### src/rtl/bmo_pkg.sv
// ----------------------------------------------------------------------------
// Bicycle model odometry package
// Widths, fixed-point constants and the CORDIC arctangent table.
// ----------------------------------------------------------------------------
package bmo_pkg;

   localparam int ANGLE_BITS_DEF    = 24;
   localparam int POSITION_BITS_DEF = 40;
   localparam int CORDIC_STEPS_DEF  = 20;

   localparam int TS_W    = 32;
   localparam int DIST_W  = 24;
   localparam int STEER_W = 16;
   localparam int RATE_W  = 24;
   localparam int IWB_W   = 16;
   localparam int CORD_W  = 34;
   localparam int DIVN_W  = 56;
   localparam int DIVD_W  = 40;

   localparam logic [IWB_W-1:0]         IWB_RESET     = 16'd21557;
   localparam logic signed [CORD_W-1:0] CORDIC_GAIN   = 34'sd652032874;
   localparam logic [31:0]              RAD_TO_TURN34 = 32'd2734261102;
   localparam logic [21:0]              RAD_TO_TURN24 = 22'd2670177;
   localparam logic [9:0]               MS_PER_S      = 10'd1000;

   function automatic logic [31:0] atan_turn(input logic [4:0] idx);
      logic [31:0] v;
      case (idx)
         5'd0:  v = 32'd536870912;
         5'd1:  v = 32'd316933406;
         5'd2:  v = 32'd167458907;
         5'd3:  v = 32'd85004756;
         5'd4:  v = 32'd42667331;
         5'd5:  v = 32'd21354465;
         5'd6:  v = 32'd10679838;
         5'd7:  v = 32'd5340245;
         5'd8:  v = 32'd2670163;
         5'd9:  v = 32'd1335087;
         5'd10: v = 32'd667544;
         5'd11: v = 32'd333772;
         5'd12: v = 32'd166886;
         5'd13: v = 32'd83443;
         5'd14: v = 32'd41722;
         5'd15: v = 32'd20861;
         5'd16: v = 32'd10430;
         5'd17: v = 32'd5215;
         5'd18: v = 32'd2608;
         5'd19: v = 32'd1304;
         5'd20: v = 32'd652;
         5'd21: v = 32'd326;
         5'd22: v = 32'd163;
         5'd23: v = 32'd81;
         5'd24: v = 32'd41;
         5'd25: v = 32'd20;
         5'd26: v = 32'd10;
         5'd27: v = 32'd5;
         5'd28: v = 32'd3;
         5'd29: v = 32'd1;
         5'd30: v = 32'd1;
         default: v = 32'd0;
      endcase
      return v;
   endfunction

endpackage

### src/rtl/bmo_cordic.sv
// ----------------------------------------------------------------------------
// Bicycle model odometry CORDIC
// Iterative rotation-mode CORDIC, one micro-rotation per cycle.
// ----------------------------------------------------------------------------
module bmo_cordic
   import bmo_pkg::*;
#(
   parameter int STEPS = CORDIC_STEPS_DEF
) (
   input  logic                     clock,
   input  logic                     reset,
   input  logic                     start,
   input  logic [31:0]              angle,
   output logic                     done,
   output logic signed [CORD_W-1:0] cos_out,
   output logic signed [CORD_W-1:0] sin_out
);

   localparam int SW = (STEPS > 1) ? $clog2(STEPS) : 1;

   logic                     busy_ff, busy_in;
   logic                     done_ff, done_in;
   logic                     flip_ff, flip_in;
   logic [SW-1:0]            step_ff, step_in;
   logic signed [CORD_W-1:0] x_ff, x_in, y_ff, y_in, z_ff, z_in;
   logic signed [CORD_W-1:0] xs, ys, at;
   logic [31:0]              a2;

   always_comb begin
      busy_in = busy_ff;
      done_in = 1'b0;
      flip_in = flip_ff;
      step_in = step_ff;
      x_in    = x_ff;
      y_in    = y_ff;
      z_in    = z_ff;
      xs      = x_ff >>> step_ff;
      ys      = y_ff >>> step_ff;
      at      = CORD_W'($signed({1'b0, atan_turn(5'(step_ff))}));
      a2      = angle;
      if (start) begin
         flip_in = a2[31] ^ a2[30];
         if (flip_in) begin
            a2 = angle + 32'h8000_0000;
         end
         busy_in = 1'b1;
         step_in = '0;
         x_in    = CORDIC_GAIN;
         y_in    = '0;
         z_in    = CORD_W'($signed(a2));
      end else if (busy_ff) begin
         if (!z_ff[CORD_W-1]) begin
            x_in = x_ff - ys;
            y_in = y_ff + xs;
            z_in = z_ff - at;
         end else begin
            x_in = x_ff + ys;
            y_in = y_ff - xs;
            z_in = z_ff + at;
         end
         if (32'(step_ff) == 32'(STEPS - 1)) begin
            busy_in = 1'b0;
            done_in = 1'b1;
         end else begin
            step_in = step_ff + 1'b1;
         end
      end
   end

   always_ff @(posedge clock) begin
      if (reset) begin
         busy_ff <= 1'b0;
         done_ff <= 1'b0;
      end else begin
         busy_ff <= busy_in;
         done_ff <= done_in;
      end
      flip_ff <= flip_in;
      step_ff <= step_in;
      x_ff    <= x_in;
      y_ff    <= y_in;
      z_ff    <= z_in;
   end

   assign done    = done_ff;
   assign cos_out = flip_ff ? -x_ff : x_ff;
   assign sin_out = flip_ff ? -y_ff : y_ff;

endmodule

### config.mk
export PLATFORM = sky130hd
export DESIGN_NAME = bmo_cordic
export DESIGN_NICKNAME = d
export VERILOG_FILES = /design/src/rtl/bmo_pkg.sv /design/src/rtl/bmo_cordic.sv
export SDC_FILE = /design/constraint.sdc
export NUM_CORES = 1
export LEC_CHECK = 0
export BUFFER_PORTS_ARGS = -buffer_cell sky130_fd_sc_hd__buf_2
export CORE_ASPECT_RATIO = 1.75
export CORE_MARGIN = 4
export CORE_UTILIZATION = 40
export CTS_BUF_LIST = sky130_fd_sc_hd__clkbuf_16
export DETAILED_ROUTE_END_ITERATION = 10
export PLACE_DENSITY_LB_ADDON = 0.2
export SLEW_MARGIN = 20
export SYNTH_ARGS = -nofsm -noshare
export SYNTH_HDL_FRONTEND = slang
export SYNTH_SLANG_ARGS = --single-unit
export TNS_END_PERCENT = 20
### constraint.sdc
create_clock -name clock -period 9.4 [get_ports clock]
set_input_delay 0.47 -clock clock [delete_from_list [all_inputs] [get_ports clock]]
set_output_delay 0.47 -clock clock [all_outputs]
set_load 0.02 [all_outputs]
==> run summary <==
=================================================================================================
Setup repair after global routing missed its margin                                         false
Remaining antenna violation count after routing                                                 0
Multi-input combinational cell area                                                  0.0145 sq mm
Sum of negative setup slack                                                                  0 ns
Grt ovf                                                                                         0
Maximum number of pins on one net before global-route repair                                   78
CP Class                                                                             register to register
Commonest non-fill, non-tap cells in the layout                                      nand2_1 (234), nor2_1 (214), a21oi_1 (191)
Peak supply drop                                                                         0.190 mV
Cell area after placement                                                            0.0194 sq mm
Synth warn                                                                                      0
Worst skew pair latency                                                                   0.47 ns
Ratio of final minimum period to clock period                                               0.766
Syn Area/Cell                                                                          7.93 sq um
Post-layout power                                                                         8360 uW
Maximum buffer depth of the clock tree                                                          2
Final HPWL from detailed placement                                                       58500 um
End-of-flow core utilization                                                                0.432
Number of cells upsized or downsized after cts                                                  0
Flip-flop and latch count after synthesis                                                     140
Path type of the worst min-delay path                                                input pin to register
Initial core utilization                                                                    0.406
Fraction of final layout cells with drive strength greater than 1                           0.137
Transition time of the tightest slew-check pin                                            1.20 ns
CTS buffer count                                                                               17
Number of hold buffers added after cts                                                          0
Fin Clk Skew                                                                            0.0126 ns
Number of flops mapped to enable cells by yosys                                                35
Minimum clock period after layout                                                         7.20 ns
Die Y                                                                                      295 um
Boundary Pins                                                                                 104
Cell count after placement                                                                   2899
Maximum fanout count along the critical path                                                   62
Crit path required time                                                                   9.77 ns
Number of global-route vias before repair                                                   18.8k
Number of port buffers                                                                        103
CTS Root Cell                                                                           clkbuf_16
Final setup violation count                                                                     0
Outcome                                                                              finished, final reports clean
Final Hold Viols                                                                                0
Highest Clock Rate                                                                      0.139 GHz
Setup bufs post-CTS                                                                             0
Nets@finish                                                                                  2485
Leakage                                                                                0.00793 uW
Synthesized netlist cell count                                                               2365
Global-route wire length before repair                                                  115000 um
Core Rows                                                                                     104
Register area                                                                        0.00317 sq mm
Number of antenna violations at the first check in global routing                               0
Placeable core region                                                                0.0462 sq mm
Clock tree from TritonCTS                                                                    done
Total via count in the routed design                                                        18.8k
Cell area after synthesis                                                            0.0188 sq mm
Area overhead of the layout relative to synthesis                                           6.33%
Most used flip-flop cell after synthesis                                                  dfxtp_1
Routability-driven placement congestion ratio                                                1.07
MaxCap Viol Count                                                                               0
Type of destination of the critical path                                                 register
Nature of the critical path startpoint                                                   register
Number of optimization iterations in the first detailed-route pass                              8
Number of DRC violations after detailed routing                                                 0
Number of distinct library cell variants in the gate-level netlist after synthesis             99
Post-detailed-route wirelength per cell                                                   26.3 um
Max-slew violation total from the final report                                                  0
Number of vias per cell after detailed routing                                               6.43
Data arrival, critical path                                                               7.57 ns
Total power per unit cell area                                                        419 mW/mm^2
Relative slew slack                                                                         0.200
Clock-pin slew on the worst setup and hold paths                                          0.07 ns
TritonCTS Sinks                                                                               140
Leading cell type in the layout, fill and taps excluded                                   nand2_1
Number of standard cells in the final layout excluding fillers                               2932
Total wire length                                                                        77100 um
Maximum level of the CTS H-tree                                                                 4
Width of the chip                                                                          172 um
Synth async-reset ratio                                                                         0
Area enclosed by the die boundary                                                    0.0506 sq mm
Total track usage                                                                           0.302
Total of fill cells in the finished design                                                   4683
Iteration-0 DRC Markers                                                                      1245
Proportion of synthesized chip area in sequential cells                                     0.168
Synthesized Nets                                                                             2515
Fin area                                                                             0.0200 sq mm
=================================================================================================
## synthesized netlist by cell type, types with 35 or more instances
| library cell | instances | area, sq um |
|---|---|---|
| nand2_1 | 234 | 878 |
| nor2_1 | 215 | 807 |
| a21oi_1 | 191 | 956 |
| o21ai_0 | 172 | 861 |
| xnor2_1 | 151 | 1320 |
| ha_1 | 112 | 1400 |
| dfxtp_1 | 105 | 2100 |
| clkbuf_1 | 103 | 387 |
| mux2i_1 | 88 | 881 |
| xor2_1 | 88 | 771 |
| mux4_2 | 77 | 1730 |
| inv_1 | 63 | 236 |
| nor3_1 | 50 | 250 |
| a21o_1 | 41 | 308 |
| a31oi_1 | 38 | 238 |
| edfxtp_1 | 35 | 1050 |
## cells by family after synthesis
kind of cell	count (synthesis)	synth area share
compound gates	691	0.234
xor+xnor	239	0.112
fa+ha+maj	115	0.0779
buf+inv	250	0.0609
flops	140	0.168
mux	195	0.158
simple gates	735	0.189
## final timing paths
check / startpoint / endpoint / slack [ns] / cells after the start
max: step_ff[1]$_SDFFE_PP0P_ / y_ff[33]$_SDFFE_PP0P_ / 2.20 / 21
min: reset / busy_ff$_SDFF_PP0_ / 0.16 / 2
max reg2reg: step_ff[1]$_SDFFE_PP0P_ / y_ff[33]$_SDFFE_PP0P_ / 2.20 / 21
min reg2reg: y_ff[0]$_SDFFE_PP0P_ / y_ff[0]$_SDFFE_PP0P_ / 0.61 / 2
## flip-flops by register name, summed over array words and instances, names as in the netlist
signal   count
at          30
z_ff        34
step_ff      5
x_ff        34
busy_ff      1
flip_ff      1
y_ff        34
done         1
## metal layers
metal | wire (um) | up-vias | track usage
li1 | - | 8654 | -
met5 | 0 | - | 0
met4 | 7970 | 0 | 0.255
met1 | 25000 | 9077 | 0.289
met2 | 40200 | 804 | 0.549
met3 | 4020 | 308 | 0.0488
## per-stage QoR
step	hold WS [ns]	setup slack [ns]
after floorplan	0.490	3.80
after global placement	0.589	2.40
after detailed placement	0.600	2.31
after CTS	0.146	2.27
after global routing	0.168	1.64
final	0.163	2.20
## final cells by class
| type | count | area share |
|---|---|---|
| timing repair buffer | 131 | 0.0376 |
| sequential | 140 | 0.159 |
| clock buffer | 18 | 0.0226 |
| clock inverter | 14 | 0.00583 |
| inverter | 70 | 0.0132 |
| antenna | 1 | 0.000125 |
| tap | 583 | 0.0366 |
| multi-input combinational | 1975 | 0.725 |
## critical path, cell delays in order (launching register included)
cell and delay (ns):
dfxtp_4 0.84, buf_12 0.38, mux4_2 0.60, mux2i_1 0.41
a2111oi_0 0.24, a221oi_1 0.54, nand3_1 0.29, nor4b_4 0.55
a21oi_1 0.15, xor2_1 0.18, ha_1 0.44, nand4_1 0.19
nor4b_1 0.44, a32o_1 0.18, a21oi_1 0.10, a21o_1 0.26
a21oi_1 0.25, a311oi_1 0.17, o21ai_0 0.22, xnor2_1 0.17
a211oi_1 0.11, a31o_1 0.23
## power by group
| group | internal [uW] | switching (uW) | total (uW) |
|---|---|---|---|
| Clock | 379 | 314 | 693 |
| Sequential | 853 | 529 | 1380 |
| Combinational | 2620 | 3660 | 6280 |
Power figures use the tool's default switching activity.
