$ cat config.mk
export PLATFORM = sky130hd
export DESIGN_NAME = bmo_divider
export DESIGN_NICKNAME = d
export VERILOG_FILES = /design/src/rtl/bmo_pkg.sv /design/src/rtl/bmo_divider.sv
export SDC_FILE = /design/constraint.sdc
export NUM_CORES = 1
export LEC_CHECK = 0
export ABC_CLOCK_PERIOD_IN_PS = 2600
export BUFFER_PORTS_ARGS = -buffer_cell sky130_fd_sc_hd__buf_4
export CAP_MARGIN = 15
export CORE_ASPECT_RATIO = 0.8
export CORE_MARGIN = 2
export CORE_UTILIZATION = 40
export CTS_CLUSTER_DIAMETER = 40
export CTS_CLUSTER_SIZE = 30
export DETAILED_ROUTE_END_ITERATION = 16
export GPL_TIMING_DRIVEN = 0
export SYNTH_ARGS = -nofsm -noshare
export SYNTH_HDL_FRONTEND = slang
export SYNTH_SLANG_ARGS = --single-unit
export TNS_END_PERCENT = 20
$ cat constraint.sdc
create_clock -name clock -period 2.6 [get_ports clock]
set_input_delay 0 -clock clock [delete_from_list [all_inputs] [get_ports clock]]
set_output_delay 0 -clock clock [all_outputs]
set_load 0.01 [all_outputs]
$ cat src/rtl/bmo_pkg.sv
// ----------------------------------------------------------------------------
// Bicycle model odometry package
// Widths, fixed-point constants and the CORDIC arctangent table.
// ----------------------------------------------------------------------------
package bmo_pkg;

   localparam int ANGLE_BITS_DEF    = 24;
   localparam int POSITION_BITS_DEF = 40;
   localparam int CORDIC_STEPS_DEF  = 20;

   localparam int TS_W    = 32;
   localparam int DIST_W  = 24;
   localparam int STEER_W = 16;
   localparam int RATE_W  = 24;
   localparam int IWB_W   = 16;
   localparam int CORD_W  = 34;
   localparam int DIVN_W  = 56;
   localparam int DIVD_W  = 40;

   localparam logic [IWB_W-1:0]         IWB_RESET     = 16'd21557;
   localparam logic signed [CORD_W-1:0] CORDIC_GAIN   = 34'sd652032874;
   localparam logic [31:0]              RAD_TO_TURN34 = 32'd2734261102;
   localparam logic [21:0]              RAD_TO_TURN24 = 22'd2670177;
   localparam logic [9:0]               MS_PER_S      = 10'd1000;

   function automatic logic [31:0] atan_turn(input logic [4:0] idx);
      logic [31:0] v;
      case (idx)
         5'd0:  v = 32'd536870912;
         5'd1:  v = 32'd316933406;
         5'd2:  v = 32'd167458907;
         5'd3:  v = 32'd85004756;
         5'd4:  v = 32'd42667331;
         5'd5:  v = 32'd21354465;
         5'd6:  v = 32'd10679838;
         5'd7:  v = 32'd5340245;
         5'd8:  v = 32'd2670163;
         5'd9:  v = 32'd1335087;
         5'd10: v = 32'd667544;
         5'd11: v = 32'd333772;
         5'd12: v = 32'd166886;
         5'd13: v = 32'd83443;
         5'd14: v = 32'd41722;
         5'd15: v = 32'd20861;
         5'd16: v = 32'd10430;
         5'd17: v = 32'd5215;
         5'd18: v = 32'd2608;
         5'd19: v = 32'd1304;
         5'd20: v = 32'd652;
         5'd21: v = 32'd326;
         5'd22: v = 32'd163;
         5'd23: v = 32'd81;
         5'd24: v = 32'd41;
         5'd25: v = 32'd20;
         5'd26: v = 32'd10;
         5'd27: v = 32'd5;
         5'd28: v = 32'd3;
         5'd29: v = 32'd1;
         5'd30: v = 32'd1;
         default: v = 32'd0;
      endcase
      return v;
   endfunction

endpackage

$ cat src/rtl/bmo_divider.sv
// ----------------------------------------------------------------------------
// Bicycle model odometry divider
// Unsigned restoring divider, one quotient bit per cycle.
// ----------------------------------------------------------------------------
module bmo_divider
   import bmo_pkg::*;
(
   input  logic              clock,
   input  logic              reset,
   input  logic              start,
   input  logic [DIVN_W-1:0] dividend,
   input  logic [DIVD_W-1:0] divisor,
   output logic              done,
   output logic [DIVN_W-1:0] quotient
);

   localparam int CW = $clog2(DIVN_W);

   logic              busy_ff, busy_in;
   logic              done_ff, done_in;
   logic [CW-1:0]     cnt_ff, cnt_in;
   logic [DIVN_W-1:0] num_ff, num_in;
   logic [DIVD_W-1:0] rem_ff, rem_in;
   logic [DIVD_W-1:0] den_ff, den_in;
   logic [DIVD_W:0]   rem_sh, diff;

   always_comb begin
      busy_in = busy_ff;
      done_in = 1'b0;
      cnt_in  = cnt_ff;
      num_in  = num_ff;
      rem_in  = rem_ff;
      den_in  = den_ff;
      rem_sh  = {rem_ff, num_ff[DIVN_W-1]};
      diff    = rem_sh - {1'b0, den_ff};
      if (start) begin
         busy_in = 1'b1;
         cnt_in  = '0;
         num_in  = dividend;
         rem_in  = '0;
         den_in  = divisor;
      end else if (busy_ff) begin
         if (!diff[DIVD_W]) begin
            rem_in = diff[DIVD_W-1:0];
            num_in = {num_ff[DIVN_W-2:0], 1'b1};
         end else begin
            rem_in = rem_sh[DIVD_W-1:0];
            num_in = {num_ff[DIVN_W-2:0], 1'b0};
         end
         if (cnt_ff == CW'(DIVN_W - 1)) begin
            busy_in = 1'b0;
            done_in = 1'b1;
         end else begin
            cnt_in = cnt_ff + 1'b1;
         end
      end
   end

   always_ff @(posedge clock) begin
      if (reset) begin
         busy_ff <= 1'b0;
         done_ff <= 1'b0;
      end else begin
         busy_ff <= busy_in;
         done_ff <= done_in;
      end
      cnt_ff <= cnt_in;
      num_ff <= num_in;
      rem_ff <= rem_in;
      den_ff <= den_in;
   end

   assign done     = done_ff;
   assign quotient = num_ff;

endmodule

==> flow_metrics.py <==
metrics = {
    "pwr": {
        "power_leakage_uw": 0.004746,
        "vdd_ir_drop_max_uv": 382.2,
        "power-per-cell-area_nw_per_um2": 565.2,
        "post-layout-total-power_uw": 6677,
    },
    "clock_network": {
        "cts.root.buffer_cell": "sky130_fd_sc_hd__clkbuf_16",
        "tritoncts": "done",
        "clkSinkCount": 144,
        "htree_levels": 4,
        "cts_buffer_count": 17,
        "clk_pin_slew_ns": 0.07,
        "clkLatencyLatePin_ns": 0.43,
        "clockBufferDepth": 2,
    },
    "worst_hold_path": {
        "hold_path_startpoint": "start",
        "min_path_cells": 1,
        "min_path_type": "in2reg",
        "holdPathEnd": "den_ff[15]",
    },
    "setup_path": {
        "reg2reg_path_depth": 13,
        "critical_path.max_stage_delay_ns": 0.41,
        "critical_path_buf_inv_count": 4,
        "cp_slowest_cell": "sky130_fd_sc_hd__a2111o_1",
        "cp-end-kind": "flip-flop",
        "crit_reg_reg_endpoint": "rem_ff[2]",
        "critPathLaunchType": "flip-flop",
        "rr_startpoint": "quotient[55]",
        "timing.critical_path.arrival_ns": 3.25,
        "critical_path_required_ns": 2.94,
        "crit_chain": "inv_2 -> ha_4 -> fa_2 -> nor2b_4 -> o31a_1 -> o211ai_2 -> nand4_4 -> a2111o_1 -> and4_1 -> buf_6 -> buf_12 -> buf_4 -> o311ai_4",
        "criticalPathCategory": "reg2reg",
        "timing.critical_path.fanout_max": 10,
        "timing.critical_path.max_delay_family": "compound AO/OA/AOI/OAI gates",
        "worstSetupStartpoint": "quotient[55]",
        "rrSetupSlack_ns": -0.31,
    },
    "layout": {
        "drive_gt1_frac": 0.3166,
        "design.final.nets": 1205,
        "flow.area_growth_from_synthesis_pct": 41.70,
        "antennaDiodeCount": 0,
    },
    "logic_synthesis": {
        "synthDominantCellAreaShare": 0.3457,
        "number_of_synthesized_register_bits": 144,
        "synthesis.nets": 921,
        "synth_top_family_by_area": "compound AO/OA/AOI/OAI gates",
        "netlist_top_cells_count": "sky130_fd_sc_hd__edfxtp_1 (96), sky130_fd_sc_hd__nor2_1 (59), sky130_fd_sc_hd__mux2_2 (55)",
        "synth-compound-area-share": 0.1526,
        "muxShareOfSynthArea": 0.1020,
        "post_synth_fa_ha_maj_area_fraction": 0.06393,
        "synth.yosys.warnings": 0,
        "yosys.area_share.xor_xnor": 0.03676,
        "syn-mean-instance-area_sq_um": 10.69,
        "synthesis.area_sq_um": 8338,
        "number_of_enable_flip_flop_cells_after_synthesis": 96,
        "netlist_instances": 780,
        "synth_seq_area_share": 0.4610,
        "postSynth.asyncResetShare": 0,
        "yosys-top-cells-area": "sky130_fd_sc_hd__edfxtp_1 (35%), sky130_fd_sc_hd__dfxtp_1 (12%), sky130_fd_sc_hd__mux2_2 (7.4%), sky130_fd_sc_hd__ha_1 (6.2%), sky130_fd_sc_hd__nor2_1 (2.7%)",
        "ys.flop_type": "sky130_fd_sc_hd__edfxtp_1",
        "synth.most_common_cell": "sky130_fd_sc_hd__edfxtp_1",
        "post_synth_num_cell_types": 79,
        "synthDominantAreaCellType": "sky130_fd_sc_hd__edfxtp_1",
        "yosys.area_share.simple": 0.1248,
    },
    "placement": {
        "i_o_buffers": 155,
        "place.detailed.hpwl_mm": 15.91,
        "place_congestion": 0.8708,
        "preCtsSetupSlack_ns": -0.4731,
    },
    "outcome": {
        "status": "finished, violations left",
        "failing_checks": "negative setup slack",
    },
    "routing": {
        "route.final.wire_length_mm": 23.04,
        "ant_nets": 0,
        "route.detailed.wl_per_inst_um": 17.12,
        "route.detailed.drc": 0,
        "drt_iter0_markers": 447,
        "detail_route.vias_per_cell": 5.209,
        "num_vias": 7011,
        "first_pass_drt_iterations": 4,
    },
    "floorplanning": {
        "die_span_in_y_um": 133.1,
        "io_pins": 156,
        "width_of_the_chip_um": 165.4,
        "floorplan.initialDensity": 0.4051,
        "std_cell_rows": 47,
        "placeableCoreArea_sq_um": 20580,
        "dieArea_sq_um": 22020,
    },
    "sta": {
        "max_freq_mhz": 344.0,
        "final-max-slew-violation-count": 0,
        "tightest_slew_ns": 0.6943,
        "setup_ws_ns": -0.3068,
        "fin_crit_ns": 2.907,
        "maxSlewHeadroom": 0.5371,
        "fin_crit_sh": 1.118,
        "grt_setup_unrepaired": "yes",
        "report.final.setup_viol": 41,
        "finalClockSkew_ns": 0.009314,
        "timing_hold_violations_final": 0,
    },
    "global_route": {
        "grt_antenna_before_repair": 0,
        "grtUsageMet3": 0.04608,
        "grt_first_pass_wirelength_mm": 36.30,
        "grt_start_max_net_pins": 43,
        "grt_busiest_layer": "met2",
        "grt.total_usage": 0.2109,
        "vias_in_the_first_global_route": 6976,
        "grt_remaining_overflow": 0,
        "met1_usage_in_global_routing": 0.3078,
        "grtUsageMet2": 0.3211,
    },
    "job": {
        "maxCapViolations": 0,
    },
}
==> kinds of logic (layout without fill, tap and decap cells) <==
logic type / Yosys count / in the layout
multiplexers: 78 / 78
AND/OR/NAND/NOR: 207 / 207
XOR/XNOR: 35 / 35
buffers and inverters: 95 / 392
AO/OA/AOI/OAI: 179 / 179
flip-flops: 144 / 144
adder cells (fa/ha/maj): 42 / 42
==> per-layer routing <==
metal | vias up | wire length [um] | part of all wire
met5 | - | 0 | 0
met4 | 0 | 342 | 0.015
met3 | 29 | 1027 | 0.045
met2 | 167 | 10350 | 0.45
met1 | 3346 | 11310 | 0.49
li1 | 3469 | - | -
==> layout by cell type (no fill, tap or decap), drive strengths merged, types with 8 or more instances in the layout <==
| master | netlist | final |
|---|---|---|
| buf | 22 | 189 |
| nand4 | 15 | 15 |
| ha | 41 | 41 |
| nor3 | 13 | 13 |
| o21a | 9 | 9 |
| xor2 | 17 | 17 |
| clkbuf | 14 | 32 |
| dlygate4sd3 | 7 | 104 |
| dfxtp | 48 | 48 |
| nand3 | 19 | 19 |
| mux2i | 22 | 22 |
| edfxtp | 96 | 96 |
| a211oi | 25 | 25 |
| nor2 | 59 | 59 |
| xnor2 | 18 | 18 |
| nand2 | 53 | 53 |
| o21ai | 39 | 39 |
| inv | 51 | 59 |
| nor2b | 8 | 8 |
| a21oi | 42 | 42 |
| o211ai | 9 | 9 |
| mux2 | 56 | 56 |
==> final cells by class <==
cell class	count	area, sq um
buffer	44	334.1
clock buffer	17	425.4
clock inverter	15	147.6
fill	1780	8767
inverter	51	191.4
multi-input combinational	541	4267
sequential	144	3845
tap	269	336.6
timing repair buffer	265	2268
==> worst max path at each step <==
stage | cells past startpoint | to
after floorplan | 13 | rem_ff[26]
after global placement | 5 | quotient[26]
after detailed placement | 11 | rem_ff[31]
after CTS | 13 | rem_ff[23]
after global routing | 13 | rem_ff[2]
final | 13 | rem_ff[2]
==> state kept, by name (all words and copies together) (netlist names) <==
signal    cells
rem_ff       40
den_ff       40
cnt_ff        6
done          1
busy_ff       1
quotient     56
==> power breakdown <==
group	switching, uW	internal (uW)
Combinational	779	750
Clock	1120	1270
Sequential	104	2660
==> worst register-to-register path: cells and delay by family, from the launching register on <==
family	cells	cell delay [ns]
and+or+nand+nor	3	0.39
buffers and inverters	4	0.53
DFF	1	0.40
AOI/OAI and AO/OA	4	1.13
adders and majority gates	2	0.38
==> stage by stage <==
stage	hold slack [ns]	TNS (ns)	util	std cells	instance area (sq um)
after CTS	0.09995	-11.43	0.5621	1342	11570
after global routing	0.1009	-12.84	0.5740	1346	11820
after floorplan	0.07238	-4.611	-	780	8347
final	0.09271	-7.916	0.5740	1346	11820
after global placement	0.1790	-68.35	0.4784	1204	9847
after detailed placement	0.1792	-15.05	0.4794	1205	9867
==> timing repair <==
item,in CTS,in global routing
hold buffers,97,0
setup endpoints to repair,41,41
resized for setup,20,48
pin swaps,31,17
hold endpoints to repair,98,0
setup buffers,7,4
cloned,1,0
Note: power is estimated with default switching activity, not from simulation.
